<file path="src/design/utf8_name_encoding_classifier_assert.svh">
// Assertion macros shared by the name encoding classifier.
// Needs clk_i and rst_ni in the scope of the module that uses them.
`ifndef UTF8_NAME_ENCODING_CLASSIFIER_ASSERT_SVH
`define UTF8_NAME_ENCODING_CLASSIFIER_ASSERT_SVH

// The consequent must hold in the same cycle as the antecedent.
`define UTF8NC_ASSERT_NOW(label, ante, cons, msg) \
  label: assert property (@(posedge clk_i) disable iff (!rst_ni) (ante) |-> (cons)) \
    else $error(msg);

// The consequent must hold in the cycle after the antecedent.
`define UTF8NC_ASSERT_NEXT(label, ante, cons, msg) \
  label: assert property (@(posedge clk_i) disable iff (!rst_ni) (ante) |=> (cons)) \
    else $error(msg);

`endif

</file>
<file path="src/design/utf8nc_pkg.sv">
// Types and constants of the UTF-8 name encoding classifier.
// Used by the step logic and the top level; depends on nothing.
package utf8nc_pkg;

  localparam int unsigned CpW = 21;

  localparam logic [CpW-1:0] CpMinTwo   = 21'h00_0080;
  localparam logic [CpW-1:0] CpMinThree = 21'h00_0800;
  localparam logic [CpW-1:0] CpMinFour  = 21'h01_0000;
  localparam logic [CpW-1:0] CpSurLo    = 21'h00_D800;
  localparam logic [CpW-1:0] CpSurHi    = 21'h00_DFFF;
  localparam logic [CpW-1:0] CpMax      = 21'h10_FFFF;

  localparam logic [2:0] LeadTwo   = 3'b110;
  localparam logic [3:0] LeadThree = 4'b1110;
  localparam logic [4:0] LeadFour  = 5'b11110;
  localparam logic [1:0] ContTag   = 2'b10;

  localparam logic [1:0] ExtraOne   = 2'd1;
  localparam logic [1:0] ExtraTwo   = 2'd2;
  localparam logic [1:0] ExtraThree = 2'd3;

  typedef enum logic [1:0] {
    ENC_ASCII = 2'd0,
    ENC_UTF8  = 2'd1,
    ENC_CP437 = 2'd2
  } enc_class_e;

  typedef struct packed {
    logic [1:0]     cont_left;
    logic [CpW-1:0] cp_accum;
    logic [1:0]     seq_extra;
    logic           saw_high;
    logic           failed;
  } scan_state_t;

  typedef struct packed {
    logic       valid;
    enc_class_e enc_class;
    logic       utf8_valid;
  } scan_result_t;

endpackage

</file>
<file path="src/design/utf8nc_if.sv">
// Valid/ready request channels of the name encoding classifier.
// Byte requests in, class requests out; no dependencies.
interface utf8nc_byte_if;
  logic       valid;
  logic       ready;
  logic [7:0] name_byte;
  logic       last_byte;
  logic       empty_name;

  modport source (output valid, output name_byte, output last_byte, output empty_name,
                  input ready);
  modport sink   (input valid, input name_byte, input last_byte, input empty_name,
                  output ready);
endinterface

interface utf8nc_class_if;
  logic       valid;
  logic       ready;
  logic [1:0] encoding_class;
  logic       utf8_valid;

  modport source (output valid, output encoding_class, output utf8_valid, input ready);
  modport sink   (input valid, input encoding_class, input utf8_valid, output ready);
endinterface

</file>
<file path="src/design/utf8_name_encoding_classifier.sv">
// Top level of the UTF-8 name encoding classifier: input register, scan state, result register.
// Depends on utf8nc_pkg, utf8nc_if, utf8nc_step and the assertion macro header.
//
//   channel    | dir | carries                               | request ends when
//   byte_req_i | in  | name_byte, last_byte, empty_name      | valid and ready high at a clock edge
//   class_req_o| out | encoding_class, utf8_valid            | valid and ready high at a clock edge
//
// One byte is taken every cycle unless the input register stalls; the scan state updates as
// the byte leaves it; a final byte or empty-name request also loads the result register.
// The input register stalls only while it holds a final byte or an empty-name request and the
// result register is full and its class request is not taken in that cycle.
// Reset clears the scan state and both valid flags; no warm-up follows reset.
module utf8_name_encoding_classifier (
  input  logic                  clk_i,
  input  logic                  rst_ni,
  utf8nc_byte_if.sink           byte_req_i,
  utf8nc_class_if.source        class_req_o
);
  import utf8nc_pkg::*;

  `include "utf8_name_encoding_classifier_assert.svh"

  logic         in_valid_q;
  logic [7:0]   in_byte_q;
  logic         in_last_q;
  logic         in_empty_q;
  scan_state_t  state_q;
  scan_state_t  state_d;
  scan_result_t step_res;
  logic         out_valid_q;
  enc_class_e   out_class_q;
  logic         out_utf8_q;
  logic         out_free;
  logic         advance;
  logic         in_take;

  utf8nc_step u_step (
    .cur_i        (state_q),
    .name_byte_i  (in_byte_q),
    .last_byte_i  (in_last_q),
    .empty_name_i (in_empty_q),
    .nxt_o        (state_d),
    .res_o        (step_res)
  );

  assign out_free = !out_valid_q || class_req_o.ready;
  assign advance  = in_valid_q && (!step_res.valid || out_free);
  assign in_take  = byte_req_i.valid && byte_req_i.ready;

  assign byte_req_i.ready          = !in_valid_q || advance;
  assign class_req_o.valid         = out_valid_q;
  assign class_req_o.encoding_class = out_class_q;
  assign class_req_o.utf8_valid    = out_utf8_q;

  always_ff @(posedge clk_i or negedge rst_ni) begin
    if (!rst_ni) begin
      in_valid_q  <= 1'b0;
      out_valid_q <= 1'b0;
      state_q     <= '0;
    end else begin
      if (byte_req_i.ready) begin
        in_valid_q <= byte_req_i.valid;
      end
      if (advance) begin
        state_q <= state_d;
      end
      if (advance && step_res.valid) begin
        out_valid_q <= 1'b1;
      end else if (class_req_o.ready) begin
        out_valid_q <= 1'b0;
      end
    end
  end

  always_ff @(posedge clk_i) begin
    if (in_take) begin
      in_byte_q  <= byte_req_i.name_byte;
      in_last_q  <= byte_req_i.last_byte;
      in_empty_q <= byte_req_i.empty_name;
    end
    if (advance && step_res.valid) begin
      out_class_q <= step_res.enc_class;
      out_utf8_q  <= step_res.utf8_valid;
    end
  end

  `UTF8NC_ASSERT_NOW(a_valid_not_cp437, out_valid_q && out_utf8_q,
    out_class_q != ENC_CP437, "A valid UTF-8 name is reported as CP437.")
  `UTF8NC_ASSERT_NOW(a_invalid_is_cp437, out_valid_q && !out_utf8_q,
    out_class_q == ENC_CP437, "An invalid name is not reported as CP437.")
  `UTF8NC_ASSERT_NOW(a_fail_no_pending, state_q.failed,
    state_q.cont_left == 2'd0, "A failed scan still expects continuation bytes.")
  `UTF8NC_ASSERT_NEXT(a_clear_after_result, advance && step_res.valid,
    state_q == '0, "The scan state is not cleared after a result.")
  `UTF8NC_ASSERT_NOW(a_hold_when_full, in_valid_q && step_res.valid && !out_free,
    !advance && !byte_req_i.ready, "A result advanced into a full result register.")

endmodule

</file>
<file path="src/design/utf8nc_step.sv">
// Next-state and result logic for one name byte of the UTF-8 scan.
// Purely combinational; depends on utf8nc_pkg.
module utf8nc_step (
  input  utf8nc_pkg::scan_state_t  cur_i,
  input  logic [7:0]               name_byte_i,
  input  logic                     last_byte_i,
  input  logic                     empty_name_i,
  output utf8nc_pkg::scan_state_t  nxt_o,
  output utf8nc_pkg::scan_result_t res_o
);
  import utf8nc_pkg::*;

  scan_state_t    st;
  logic [CpW-1:0] cp_new;
  logic [1:0]     left_new;
  logic           overlong;
  logic           bad_range;

  always_comb begin
    st        = cur_i;
    cp_new    = {cur_i.cp_accum[CpW-7:0], name_byte_i[5:0]};
    left_new  = cur_i.cont_left - 2'd1;
    overlong  = ((cur_i.seq_extra == ExtraOne)   && (cp_new < CpMinTwo))   ||
                ((cur_i.seq_extra == ExtraTwo)   && (cp_new < CpMinThree)) ||
                ((cur_i.seq_extra == ExtraThree) && (cp_new < CpMinFour));
    bad_range = ((cp_new >= CpSurLo) && (cp_new <= CpSurHi)) || (cp_new > CpMax);
    res_o     = '{valid: 1'b0, enc_class: ENC_ASCII, utf8_valid: 1'b1};

    if (empty_name_i) begin
      st    = '0;
      res_o = '{valid: 1'b1, enc_class: ENC_ASCII, utf8_valid: 1'b1};
    end else begin
      if (name_byte_i[7]) begin
        st.saw_high = 1'b1;
      end
      if (!cur_i.failed) begin
        if (cur_i.cont_left == 2'd0) begin
          if (name_byte_i[7]) begin
            if (name_byte_i[7:5] == LeadTwo) begin
              st.seq_extra = ExtraOne;
              st.cont_left = ExtraOne;
              st.cp_accum  = {16'd0, name_byte_i[4:0]};
            end else if (name_byte_i[7:4] == LeadThree) begin
              st.seq_extra = ExtraTwo;
              st.cont_left = ExtraTwo;
              st.cp_accum  = {17'd0, name_byte_i[3:0]};
            end else if (name_byte_i[7:3] == LeadFour) begin
              st.seq_extra = ExtraThree;
              st.cont_left = ExtraThree;
              st.cp_accum  = {18'd0, name_byte_i[2:0]};
            end else begin
              st.failed    = 1'b1;
              st.cont_left = 2'd0;
            end
          end
        end else if (name_byte_i[7:6] != ContTag) begin
          st.failed    = 1'b1;
          st.cont_left = 2'd0;
        end else begin
          st.cp_accum  = cp_new;
          st.cont_left = left_new;
          if ((left_new == 2'd0) && (overlong || bad_range)) begin
            st.failed = 1'b1;
          end
        end
      end

      if (last_byte_i) begin
        if (st.cont_left != 2'd0) begin
          st.failed = 1'b1;
        end
        res_o.valid      = 1'b1;
        res_o.utf8_valid = !st.failed;
        if (!st.saw_high) begin
          res_o.enc_class = ENC_ASCII;
        end else if (st.failed) begin
          res_o.enc_class = ENC_CP437;
        end else begin
          res_o.enc_class = ENC_UTF8;
        end
        st = '0;
      end
    end
    nxt_o = st;
  end

endmodule
</file>
<file path="src/flat_wrapper.sv">
// flat-port wrapper written by rule: the top's interface ports become plain ports
module utf8_name_encoding_classifier_flat import utf8nc_pkg::*;
  (clk_i, rst_ni, byte_req_i_valid, byte_req_i_name_byte, byte_req_i_last_byte, byte_req_i_empty_name, byte_req_i_ready, class_req_o_valid, class_req_o_encoding_class, class_req_o_utf8_valid, class_req_o_ready);
  utf8nc_byte_if byte_req_i_i ();
  utf8nc_class_if class_req_o_i ();
  input  logic clk_i;
  input  logic rst_ni;
  input wire logic [$bits(byte_req_i_i.valid)-1:0] byte_req_i_valid;
  input wire logic [$bits(byte_req_i_i.name_byte)-1:0] byte_req_i_name_byte;
  input wire logic [$bits(byte_req_i_i.last_byte)-1:0] byte_req_i_last_byte;
  input wire logic [$bits(byte_req_i_i.empty_name)-1:0] byte_req_i_empty_name;
  output wire logic [$bits(byte_req_i_i.ready)-1:0] byte_req_i_ready;
  output wire logic [$bits(class_req_o_i.valid)-1:0] class_req_o_valid;
  output wire logic [$bits(class_req_o_i.encoding_class)-1:0] class_req_o_encoding_class;
  output wire logic [$bits(class_req_o_i.utf8_valid)-1:0] class_req_o_utf8_valid;
  input wire logic [$bits(class_req_o_i.ready)-1:0] class_req_o_ready;
  assign byte_req_i_i.valid = byte_req_i_valid;
  assign byte_req_i_i.name_byte = byte_req_i_name_byte;
  assign byte_req_i_i.last_byte = byte_req_i_last_byte;
  assign byte_req_i_i.empty_name = byte_req_i_empty_name;
  assign byte_req_i_ready = byte_req_i_i.ready;
  assign class_req_o_valid = class_req_o_i.valid;
  assign class_req_o_encoding_class = class_req_o_i.encoding_class;
  assign class_req_o_utf8_valid = class_req_o_i.utf8_valid;
  assign class_req_o_i.ready = class_req_o_ready;
  utf8_name_encoding_classifier u_core (.clk_i(clk_i), .rst_ni(rst_ni), .byte_req_i(byte_req_i_i), .class_req_o(class_req_o_i));
endmodule
</file>
<file path="config.mk">
export PLATFORM = sky130hd
export DESIGN_NAME = utf8_name_encoding_classifier_flat
export DESIGN_NICKNAME = d
export VERILOG_FILES = /design/src/design/utf8nc_pkg.sv /design/src/design/utf8nc_if.sv /design/src/design/utf8_name_encoding_classifier.sv /design/src/design/utf8nc_step.sv /design/src/flat_wrapper.sv
export VERILOG_INCLUDE_DIRS = /design/src /design/src/design
export SDC_FILE = /design/constraint.sdc
export NUM_CORES = 1
export LEC_CHECK = 0
export ABC_AREA = 1
export ABC_CLOCK_PERIOD_IN_PS = 2100
export BUFFER_PORTS_ARGS = -buffer_cell sky130_fd_sc_hd__buf_2
export CAP_MARGIN = 10
export CORE_MARGIN = 2
export CORE_UTILIZATION = 58
export CTS_BUF_LIST = sky130_fd_sc_hd__clkbuf_16
export DETAILED_ROUTE_END_ITERATION = 10
export PLACE_DENSITY_LB_ADDON = 0.25
export SYNTH_ARGS = -nofsm -noshare
export SYNTH_HDL_FRONTEND = slang
export SYNTH_SLANG_ARGS = --single-unit
</file>
<file path="constraint.sdc">
create_clock -name clk_i -period 2.1 [get_ports clk_i]
set_clock_uncertainty 0.15 [all_clocks]
set_input_delay 0.525 -clock clk_i [delete_from_list [all_inputs] [get_ports clk_i]]
set_output_delay 0.525 -clock clk_i [all_outputs]
set_load 0.02 [all_outputs]
</file>
Yosys cells after proc, flatten, opt, wreduce, memory -nomap -nowiden. Index checks and enable logic that the tools add are counted.

Word-level logic and storage cells: 94. Register bits after elaboration: 36. Output and inout bits: 5. Input bits: 14.

Bitwise logic cells: 2. $lt $le $gt $ge: 6. Multiplexer cells: 32. Eq/ne operators: 11. Reduce and logical (&&, ||, !) cells: 30. $add $sub $neg: 1.

Operators with widths (count): $mux W25 (5); $mux W27 (2); $mux W23 (2); $ge A21 B16 Y1 const B (1); $gt A21 B21 Y1 const B (1); $le A21 B16 Y1 const B (1); $lt A21 B12 Y1 const B (1); $lt A21 B17 Y1 const B (1); $lt A21 B8 Y1 const B (1); $mux W21 (1); $mux W1 (15); $mux W2 (5); $reduce_and A5 Y1 (2); $logic_and A1 B1 Y1 (8); $mux W4 (2); $logic_or A1 B1 Y1 (7); $ne A6 B1 Y1 const B (1); $reduce_bool A3 Y1 (2); $eq A5 B5 Y1 const B (1); $reduce_bool A5 Y1 (1); $eq A2 B2 Y1 const B (2); $eq A4 B4 Y1 const B (1); $logic_not A1 Y1 (4); $logic_not A2 Y1 (2); other kinds (11) (13).

Depth between registers and ports, before layout. Gate-level depths: netlist of run 1.

Word-level depth: 22. Mapped depth: 12. Mapped depth without buffers: 11.

Cells and area by module. Synthesis of run 1 repeated with hierarchy kept, for this count alone.

Cell total of the unflattened synthesis: 324. Area total of the unflattened synthesis: 2577.5 µm².

Modules (own cells, without submodules): utf8_name_encoding_classifier (instances 1, area each 1565.3 µm², cells each 141, seq. area each 1116.1 µm²); utf8nc_step (instances 1, area each 1012.2 µm², cells each 183, seq. area each 0.0 µm²).

Least setup slack after synthesis of run 1. No wires, ideal clock.

Kind: register to register. Start point: register u_core.state_q[25] (netlist bit). End point: register u_core.out_class_q[1], in the netlist u_core.class_req_o.encoding_class[1] (data pin). Path buffers: 1. Cell stages (with the launch flop): 11. Clock period less this slack: 1.803 ns. Path slack: 0.297 ns. Data arrival time: 1.395 ns. Data required time: 1.692 ns. Library setup time: 0.258 ns. Cells stage by stage: dfrtp_1 > inv_1 > ha_1 > buf_2 > inv_2 > o21ai_1 > nand2_1 > o211ai_1 > nand2_1 > nor2_1 > a21oi_1.

Word-level cells in the longest chain between the ends: 11. Elaborated cells between the ends (all ways): 18. Classes of those cells: add/sub (1); mux (13); reduce/logical (4).

RTL lines: start: declaration (RTL line utf8_name_encoding_classifier.sv:27) `scan_state_t state_q;`; start signal: assignment (RTL line utf8_name_encoding_classifier.sv:65) `state_q <= state_d;`; $sub A2 B1 Y2 (RTL line utf8nc_step.sv:22) `left_new = cur_i.cont_left - 2'd1;`; $logic_not A2 Y1 (RTL line utf8nc_step.sv:62) `if ((left_new == 2'd0) && (overlong || bad_range)) begin`; $logic_and A1 B1 Y1 (RTL line utf8nc_step.sv:62); $mux W1 (RTL line utf8nc_step.sv:62); $mux W1 (RTL line utf8nc_step.sv:56) `end else if (name_byte_i[7:6] != ContTag) begin`; $mux W1 (RTL line utf8nc_step.sv:37) `if (cur_i.cont_left == 2'd0) begin`; $mux W1 (RTL line utf8nc_step.sv:36) `if (!cur_i.failed) begin`; $mux W1 (*) (RTL line utf8nc_step.sv:69) `if (st.cont_left != 2'd0) begin`; $mux W1 (*) (RTL line utf8nc_step.sv:68) `if (last_byte_i) begin`; $mux W1 (*) (RTL line utf8nc_step.sv:29) `if (empty_name_i) begin`; $mux W2 (*) (RTL line utf8nc_step.sv:76) `end else if (st.failed) begin`; end signal: assignment (RTL line utf8_name_encoding_classifier.sv:82) `out_class_q <= step_res.enc_class;`; end: declaration (RTL line utf8_name_encoding_classifier.sv:31) `enc_class_e out_class_q;`.

Mark *: on every way between the ends. The rest lies on a longest branch, timed or not. The select of a mux whose other input is x is not followed. A chain may end at the register's enable or synchronous reset.

Worst setup path after layout of run 1.
Start point: register u_core.in_last_q. End point: output port byte_req_i_ready.

Word-level cells in the longest chain between the ends: 6.

RTL lines: start: declaration (RTL line utf8_name_encoding_classifier.sv:25) `logic in_last_q;`; start signal: assignment (RTL line utf8_name_encoding_classifier.sv:78) `in_last_q <= byte_req_i.last_byte;`; $mux W4 (RTL line utf8nc_step.sv:68); $mux W4 (RTL line utf8nc_step.sv:29); $logic_not A1 Y1 (RTL line utf8_name_encoding_classifier.sv:47) `assign advance = in_valid_q && (!step_res.valid || out_free);`; $logic_or A1 B1 Y1 (RTL line utf8_name_encoding_classifier.sv:47); $logic_and A1 B1 Y1 (RTL line utf8_name_encoding_classifier.sv:47); $logic_or A1 B1 Y1 (RTL line utf8_name_encoding_classifier.sv:50) `assign byte_req_i.ready = !in_valid_q || advance;`; end: declaration (RTL line flat_wrapper.sv:12) `output wire logic [$bits(byte_req_i_i.ready)-1:0] byte_req_i_ready;`.

Every way passes these cells.

==> run_results.csv, run 1 <==
group,metric,value,unit
pwr,leakagePower,0.990,nW
floorplan,core-area,3050,um^2
sta,finalHoldViolCount,0,
placed_design,io_buffers,18,
cts,htreeDepth,2,
detailed_routing,vias,1487,
critical_path,reg2reg_depth,9,
critical_path,slowest_stage,"edfxtp_1",
yosys,ys_ff_latch,36,
floorplan,num_io_pins,19,
floorplan,dieArea,3680,um^2
cells_and_area,drive_gt1_share,27.4,%
sta,rsz0062_at_grt,"false",
outcome,status,"completed",
yosys,netlist.area_leader.share,30.9,%
critical_path,crit_cells,4,
critical_path,path_cells,"nor2_4 > inv_4 > nand4_1 > buf_2",
pwr,ir_worst_vdd,0.723,mV
cts,cts.clk_slew.worst_paths,0.05,ns
floorplan,start_util,61.0,%
cts,cts_made_buffers,5,
yosys,yosys.area.top_type,"dfrtp_1",
critical_path,r2r_slack,0.14,ns
global_routing,antenna_found_initial,0,
floorplan,rows,20,
cells_and_area,final_cell_mix,"47 x nand2_1, 23 x dfrtp_1, 20 x nor2_1",
placed_design,gp_congestion,0.869,
yosys,ys_types,29,
critical_path,cp.required,1.42,ns
detailed_routing,wl_per_cell,14.1,um
yosys,synth_ff_type,"dfrtp_1",
sta,post-route-min-period,2.05,ns
critical_path,startpoint_type,"flop",
placed_design,post-dp-hpwl,2.80,mm
critical_path,rr_endpoint,"u_core.class_req_o.encoding_class[1]$_SDFFCE_PP0P_",
critical_path,cp_top_family,"flip-flops",
critical_path,r2r-start,"u_core.state_q[25]$_DFFE_PN0P_",
critical_path,cp.arrival,1.38,ns
floorplan,die_x,60.7,um
detailed_routing,drt-pass1-iter-count,4,
detailed_routing,remaining_drc_errors,0,
cells_and_area,syn_to_final_growth,16.3,%
pwr,p_per_area,923,nW/um^2
yosys,yosys-top-cells-area,"dfrtp_1 31%, edfxtp_1 21%, nand2_1 9.5%",
sta,setup_viol,0,
yosys,yosysWarnings,0,
cts,ctsHoldBuffers,0,
global_routing,grt_max_degree,24,
cts,clk_latency,0.28,ns
yosys,syn_nets,215,
yosys,syn-cell-area,1860,um^2
cells_and_area,diodes,0,
yosys,yosysSeqAreaShare,51.9,%
job,drv_cap,0,
yosys,syn_inst,199,
yosys,syn_avg_cell_area,9.36,um^2
detailed_routing,drt_iter0_markers,62,
floorplan,die_h,60.7,um
global_routing,grt.overflow.total,0,
yosys,async_flop_share,63.9,%
sta,tightest_slew,0.546,ns
cells_and_area,nets,241,
detailed_routing,routed_via_density,5.51,
cells_and_area,postLayoutCoreUtil,70.9,%
cells_and_area,layout.cells.most_common,"nand2_1",
critical_path,path_buf_inv,2,
cts,cts.root.buffer_cell,"clkbuf_16",
global_routing,grt_pass1_vias,1434,
critical_path,timing_worst_setup_path_type,"flop to output pin",
hold_path,hold_path.class,"primary input to asynchronous set/reset pin",
sta,slew_headroom,63.6,%
detailed_routing,final_antenna_net_count,0,
cts,tritoncts,"built",
sta,finalMaxSlewViolations,0,
global_routing,grt_pass1_wl,6.29,mm
critical_path,worst_path_largest_cell_delay,0.46,ns
cts,clock_sinks,36,
critical_path,cp-end-kind,"output pin",
global_routing,grt_use_total,24.0,%
yosys,synth_edf_count,13,
critical_path,path_max_fanout,6,
detailed_routing,wirelength,3.80,mm
sta,min_period_over_period,97.7,%
sta,fmax,488,MHz
sta,setup-tns-final,0,ns
cts,cts_buffer_depth,2,
## layer usage
metal	wire length [um]	up-vias	GRT usage [%]
met5	0	-	0
met1	1540	712	30.0
met2	1920	58	38.2
met4	85	0	11.2
li1	-	709	-
met3	254	8	7.25
## final cells by class
type | count | area, um^2
repair buffers | 22 | 133
fillers | 248 | 888
clock buffers | 5 | 125
clock inverters | 3 | 11.3
multi-input cells | 139 | 793
well taps | 44 | 55.1
flip-flops and latches | 36 | 966
inverters | 21 | 81.3
## through the flow
| step | setup WS, ns | cells | cell area (um^2) | power, mW | hold slack, ns |
|---|---|---|---|---|---|
| floorplan | 0.297 | 199 | 1860 | 1.19 | 0.0794 |
| global placement | 0.182 | 261 | 2010 | 1.29 | 0.302 |
| detailed placement | 0.0479 | 261 | 2010 | 1.31 | 0.322 |
| CTS | 0.00118 | 269 | 2150 | 1.99 | 0.0923 |
| global route | 0.00324 | 270 | 2160 | 2.10 | 0.111 |
| finish | 0.0493 | 270 | 2160 | 2.00 | 0.0807 |
## synth_stat cells (2+ instances only)
cell	count
nor2_4	4
dfrtp_1	23
nor2_2	3
o21ai_0	14
edfxtp_1	13
a21oi_2	4
or2_1	2
nand3_1	13
nor2_1	20
inv_2	4
nand2_1	47
a21oi_1	4
nand3b_1	2
nand3_2	10
buf_6	2
inv_1	16
ha_1	2
o21ai_2	4
o21ai_1	2
## what timing repair did
item / 4_1_cts / 5_1_grt
setup endpoints to repair: 0 / 4
resized for setup: 0 / 2
setup buffers: 0 / 1
## logic make-up (layout without fill, tap and decap cells)
| group | after synthesis | after routing | synth area share [%] |
|---|---|---|---|
| simple gates | 105 | 105 | 29.8 |
| flops | 36 | 36 | 51.9 |
| compound gates | 32 | 32 | 11.1 |
| buf+inv | 24 | 51 | 5.85 |
| fa+ha+maj | 2 | 2 | 1.34 |
## power breakdown
group | internal (mW) | leakage (nW) | switching [mW]
registers | 0.812 | 0.432 | 0.0738
logic | 0.153 | 0.484 | 0.271
clock network | 0.426 | 0.0738 | 0.261
## registers in the layout, summed over array words and instances (netlist names)
name,cells
u_core.class_req_o.encoding_class,2
u_core.class_req_o.utf8_valid,1
u_core.class_req_o.valid,1
u_core.in_byte_q,8
u_core.in_empty_q,1
u_core.in_last_q,1
u_core.in_valid_q,1
u_core.state_q,21
## how the worst max path moves through the flow
stage	slack (ns)	startpoint	end
2_1_floorplan	0.30	u_core.state_q[25]$_DFFE_PN0P_	u_core.class_req_o.encoding_class[1]$_SDFFCE_PP0P_
3_3_place_gp	0.18	u_core.state_q[25]$_DFFE_PN0P_	u_core.class_req_o.encoding_class[1]$_SDFFCE_PP0P_
3_5_place_dp	0.05	u_core.state_q[25]$_DFFE_PN0P_	u_core.class_req_o.encoding_class[1]$_SDFFCE_PP0P_
4_1_cts	0.001	u_core.in_empty_q$_DFFE_PP_	byte_req_i_ready
5_1_grt	0.003	u_core.state_q[25]$_DFFE_PN0P_	u_core.class_req_o.encoding_class[1]$_SDFFCE_PP0P_
6_report	0.05	u_core.in_last_q$_DFFE_PP_	byte_req_i_ready
(Power assumes the default switching activity.)
==> run 2: changes to the inputs <==
--- a/config.mk
+++ b/config.mk
@@ -16,4 +16,5 @@
 export DETAILED_ROUTE_END_ITERATION = 10
 export PLACE_DENSITY_LB_ADDON = 0.25
+export RECOVER_POWER = 100
 export SYNTH_ARGS = -nofsm -noshare
 export SYNTH_HDL_FRONTEND = slang
==> constraint.sdc (replaced) <==
create_clock -name clk_i -period 2.1 [get_ports clk_i]
set_clock_uncertainty 0.15 [all_clocks]
set_input_delay 0.21 -clock clk_i [delete_from_list [all_inputs] [get_ports clk_i]]
set_output_delay 0.21 -clock clk_i [all_outputs]
set_load 0.02 [all_outputs]
==> run_results.csv, run 2 (same netlist as run 1, synthesis figures left out) <==
group,metric,value,unit
critical_path,path_buf_inv,2,
cts,cts.root.buffer_cell,"clkbuf_16",
critical_path,cp.required,1.98,ns
cts,tritoncts,"built",
hold_path,hold_path.class,"primary input to flop",
critical_path,r2r-start,"u_core.state_q[25]$_DFFE_PN0P_",
pwr,leakagePower,1.01,nW
cells_and_area,postLayoutCoreUtil,72.7,%
sta,min_period_over_period,93.0,%
detailed_routing,drt_iter0_markers,60,
cts,cts_setup_buffers,0,
critical_path,timing_worst_setup_path_type,"flop to flop",
sta,setup-tns-final,0,ns
detailed_routing,drt-pass1-iter-count,5,
cts,clk_latency,0.28,ns
sta,finalHoldViolCount,0,
pwr,ir_worst_vdd,0.720,mV
critical_path,reg2reg_depth,9,
critical_path,cp_top_family,"flip-flops",
floorplan,core-area,3050,um^2
global_routing,grt_use_total,25.3,%
cells_and_area,layout.cells.most_common,"nand2_1",
floorplan,die_h,60.7,um
placed_design,io_buffers,18,
critical_path,rr_endpoint,"u_core.class_req_o.encoding_class[1]$_SDFFCE_PP0P_",
cells_and_area,syn_to_final_growth,19.3,%
sta,post-route-min-period,1.95,ns
outcome,status,"completed",
critical_path,slowest_stage,"dfrtp_1",
cells_and_area,diodes,0,
cells_and_area,nets,251,
floorplan,rows,20,
floorplan,num_io_pins,19,
cells_and_area,top_register,"u_core.state_q",
critical_path,startpoint_type,"flop",
global_routing,grt_pass1_wl,6.62,mm
critical_path,endpoint,"u_core.class_req_o.encoding_class[1]$_SDFFCE_PP0P_",
placed_design,gp_congestion,0.869,
sta,finalMaxSlewViolations,0,
critical_path,worst_path_largest_cell_delay,0.41,ns
cts,cts.clk_slew.worst_paths,0.05,ns
sta,hold_ws,0.0265,ns
critical_path,crit_top_cell,"nand2_1",
sta,setup_viol,0,
detailed_routing,vias,1509,
critical_path,crit_cells,9,
sta,fmax,512,MHz
floorplan,start_util,61.0,%
critical_path,cp-end-kind,"flop",
sta,slew_headroom,13.5,%
detailed_routing,routed_via_density,5.39,
global_routing,grt.overflow.total,0,
placed_design,post-dp-hpwl,2.80,mm
detailed_routing,wirelength,4.01,mm
sta,rsz0062_at_grt,"false",
detailed_routing,remaining_drc_errors,0,
placed_design,pre_cts_ws,0.0479,ns
cells_and_area,largest_reg_flops,21,
cts,cts_buffer_depth,2,
floorplan,die_x,60.7,um
cells_and_area,drive_gt1_share,19.9,%
critical_path,path_max_fanout,7,
job,drv_cap,0,
critical_path,path_cells,"inv_1 > ha_2 > inv_2 > o21ai_2 > nand2_1 > o211ai_1 > nand2_1 > nor2_1 > a21oi_1",
cts,clock_sinks,36,
global_routing,antenna_found_initial,0,
floorplan,dieArea,3680,um^2
global_routing,grt_pass1_vias,1480,
detailed_routing,wl_per_cell,14.3,um
global_routing,grt_max_degree,24,
detailed_routing,final_antenna_net_count,0,
critical_path,cp.arrival,1.83,ns
pwr,p_per_area,898,nW/um^2
sta,tightest_slew,1.30,ns
sta,fin_ws,0.148,ns
cells_and_area,final_cell_mix,"47 x nand2_1, 23 x dfrtp_1, 22 x nor2_1",
cts,cts_made_buffers,5,
critical_path,r2r_slack,0.15,ns
cts,htreeDepth,2,
critical_path,startpoint,"u_core.state_q[25]$_DFFE_PN0P_",
-- run 2: area by class of cell --
| class | instances | area (um^2) |
|---|---|---|
| inverters | 21 | 81.3 |
| clock buffers | 5 | 125 |
| repair buffers | 32 | 228 |
| well taps | 44 | 55.1 |
| fillers | 243 | 832 |
| flip-flops and latches | 36 | 966 |
| clock inverters | 3 | 11.3 |
| multi-input cells | 139 | 754 |
-- run 2: through the flow --
| stage | area, um^2 | total power [mW] | cells |
|---|---|---|---|
| after floorplan | 1860 | 1.19 | 199 |
| after global placement | 2010 | 1.29 | 261 |
| after detailed placement | 2010 | 1.31 | 261 |
| after CTS | 2260 | 2.01 | 280 |
| after global routing | 2220 | 2.10 | 280 |
| final | 2220 | 1.99 | 280 |
-- run 2: metal layers --
metal	track usage, %	up-vias	part of all wire (%)
met5	0	-	0
met4	11.5	0	2.4
met3	7.68	8	7.7
met2	40.2	62	49
met1	32.1	707	41
li1	-	732	-
-- run 2: timing repair --
item / 4_1_cts / 5_1_grt
hold endpoints to repair: 33 / 0
resized for setup: 0 / 2
hold buffers: 11 / 0
endpoints found under the setup margin: 0 / 3
-- run 2: worst min-delay path by stage --
| stage | from | cells after the start | end |
|---|---|---|---|
| CTS | byte_req_i_valid | 3 | u_core.in_valid_q$_DFFE_PN0N_ |
| finish | byte_req_i_valid | 3 | u_core.in_valid_q$_DFFE_PN0N_ |
| global placement | rst_ni | 1 | u_core.state_q[16]$_DFFE_PN0P_ |
| global route | byte_req_i_valid | 3 | u_core.in_valid_q$_DFFE_PN0N_ |
| floorplan | rst_ni | 0 | u_core.class_req_o.valid$_DFFE_PN0P_ |
| detailed placement | rst_ni | 1 | u_core.state_q[15]$_DFFE_PN0P_ |
-- run 2: power by group --
part | internal, mW | total [mW] | switching [mW] | leakage [nW]
logic | 0.157 | 0.424 | 0.268 | 0.506
registers | 0.812 | 0.882 | 0.0703 | 0.432
clock network | 0.426 | 0.688 | 0.262 | 0.0738
total | 1.39 | 1.99 | 0.600 | 1.01
-- run 2: worst min-delay path, stage by stage --
cell	delay [ns]
buf_2	0.08
nand2_1	0.07
nand2_1	0.06
==> run 3: changes to the inputs <==
Settings changed: CORE_UTILIZATION 58 to 60, GPL_TIMING_DRIVEN set to 0, PLACE_DENSITY_LB_ADDON 0.25 to 0.05, SYNTH_HIERARCHICAL set to 1.
==> run_results.csv, run 3 <==
group,metric,value,unit
outcome,status,"completed",
yosys,syn_nets,299,
yosys,syn-cell-area,2240,um^2
detailed_routing,routed_via_density,5.60,
critical_path,startpoint,"u_core/state_q[25]$_DFFE_PN0P_",
global_routing,grt_max_degree,24,
sta,fmax,495,MHz
cells_and_area,layout.cells.most_common,"nand2_1",
pwr,p_per_area,799,nW/um^2
pwr,ir_worst_vdd,0.682,mV
sta,finalMaxSlewViolations,0,
cells_and_area,syn_to_final_growth,18.3,%
critical_path,cp.arrival,1.91,ns
cells_and_area,multiInputGateArea,1050,um^2
sta,tightest_slew,1.24,ns
cts,clock_sinks,36,
yosys,syn_inst,283,
critical_path,startpoint_type,"flop",
global_routing,grt_pass1_vias,1998,
cells_and_area,fill_cells,311,
job,drv_cap,0,
floorplan,num_io_pins,19,
detailed_routing,drt-pass1-iter-count,4,
sta,rsz0062_at_grt,"false",
floorplan,start_util,61.6,%
floorplan,die_x,65.1,um
placed_design,io_buffers,18,
pwr,leakagePower,1.23,nW
sta,fin_ws,0.0780,ns
hold_path,hold_path.class,"primary input to flop",
yosys,yosysWarnings,6,
cts,cts.root.buffer_cell,"clkbuf_16",
cells_and_area,regArea,966,um^2
placed_design,pre_cts_ws,-0.0572,ns
detailed_routing,wirelength,5.45,mm
sta,finalHoldViolCount,0,
critical_path,timing_worst_setup_path_type,"flop to flop",
detailed_routing,vias,2065,
detailed_routing,remaining_drc_errors,0,
pwr,power,2.12,mW
sta,slew_headroom,17.1,%
detailed_routing,wl_per_cell,14.8,um
cts,cts_made_buffers,5,
critical_path,path_max_fanout,8,
sta,min_period_over_period,96.3,%
cts,htreeDepth,2,
cts,cts.clk_slew.worst_paths,0.05,ns
global_routing,grt_use_total,28.8,%
cells_and_area,nets,336,
floorplan,die_h,65.1,um
cts,tritoncts,"built",
hold_path,hold_start,"byte_req_i_valid",
floorplan,dieArea,4240,um^2
yosys,syn_avg_cell_area,7.91,um^2
cts,cts_buffer_depth,2,
cts,clk_latency,0.28,ns
detailed_routing,final_antenna_net_count,0,
detailed_routing,drt_iter0_markers,168,
sta,setup_viol,0,
cells_and_area,drive_gt1_share,16.5,%
placed_design,post-dp-hpwl,3.68,mm
global_routing,antenna_found_initial,0,
floorplan,rows,22,
cells_and_area,diodes,0,
cells_and_area,largest_reg_flops,21,
critical_path,cp-end-kind,"flop",
global_routing,grt_pass1_wl,9.20,mm
placed_design,gp_congestion,0.894,
cells_and_area,top_register,"u_core/state_q",
cells_and_area,final_cell_mix,"77 x nand2_1, 32 x nand3_1, 24 x inv_1",
sta,post-route-min-period,2.02,ns
critical_path,cp.required,1.99,ns
floorplan,core-area,3630,um^2
critical_path,r2r-start,"u_core/state_q[25]$_DFFE_PN0P_",
global_routing,grt.overflow.total,0,
## run 3: path summary, 6_finish.rpt
| kind | slack, ns | end | cells after the start |
|---|---|---|---|
| setup / recovery | 0.08 | u_core/class_req_o.encoding_class[1]$_DFFE_PP_ | 11 |
| hold / removal | 0.07 | u_core/in_valid_q$_DFFE_PN0P_ | 3 |
| setup reg to reg | 0.08 | u_core/class_req_o.encoding_class[1]$_DFFE_PP_ | 11 |
| hold reg to reg | 0.33 | u_core/state_q[1]$_DFFE_PN0P_ | 2 |
| max in group asynchronous | 0.49 | u_core/class_req_o.valid$_DFFE_PN0P_ | 2 |
| min in group asynchronous | 0.57 | u_core/state_q[11]$_DFFE_PN0P_ | 2 |
## run 3: per-stage QoR
stage | instances | utilization (%) | TNS (ns) | hold slack [ns] | cell area, um^2
after detailed placement | 349 | 65.8 | -0.0572 | 0.0676 | 2390
after CTS | 368 | 72.8 | 0 | 0.0115 | 2640
after global placement | 349 | 65.8 | -0.0164 | 0.0686 | 2390
after floorplan | 283 | - | 0 | -0.236 | 2240
final | 369 | 72.9 | 0 | 0.0673 | 2650
after global routing | 369 | 72.9 | 0 | 0.0663 | 2650
## run 3: power breakdown
part           internal [mW]  leakage (nW)  total, mW  switching, mW
Sequential             0.795         0.439      0.850         0.0548
Combinational          0.205         0.715      0.585          0.379
Clock                  0.427        0.0765      0.684          0.258
Total                   1.43          1.23       2.12          0.692
## run 3: repair_timing
| item | CTS | global route |
|---|---|---|
| hold buffers | 11 | 0 |
| endpoints found under the setup margin | 11 | 12 |
| gates resized for setup | 3 | 4 |
| cloned | 0 | 0 |
| buffers inserted | 0 | 1 |
| endpoints found under the hold margin | 33 | 0 |
| pin swaps | 0 | 1 |
## run 3: layer usage
metal  global-route usage [%]  part of all wire (%)
met3                     6.68                   6.5
met1                     36.0                    40
met4                     10.2                   2.2
met5                        0                     0
met2                     49.2                    51
## run 3: area by class of cell
class                      instances  share of cell area (%)
clock buffer                       5                    4.72
buffer                            16                    4.11
multi-input combinational        202                    39.8
sequential                        36                    36.4
timing repair buffer              30                    7.60
clock inverter                     3                   0.425
tap                               48                    2.27
inverter                          29                    4.67
## run 3: worst max-delay path, stage by stage (launching register included)
cell	delay, ns
dfrtp_1	0.41
inv_2	0.10
ha_4	0.16
clkinv_4	0.10
a21oi_1	0.16
nand3_1	0.09
o21ai_1	0.13
nand2_1	0.08
a21oi_1	0.13
nand3_1	0.14
nand2_1	0.10
inv_1	0.04
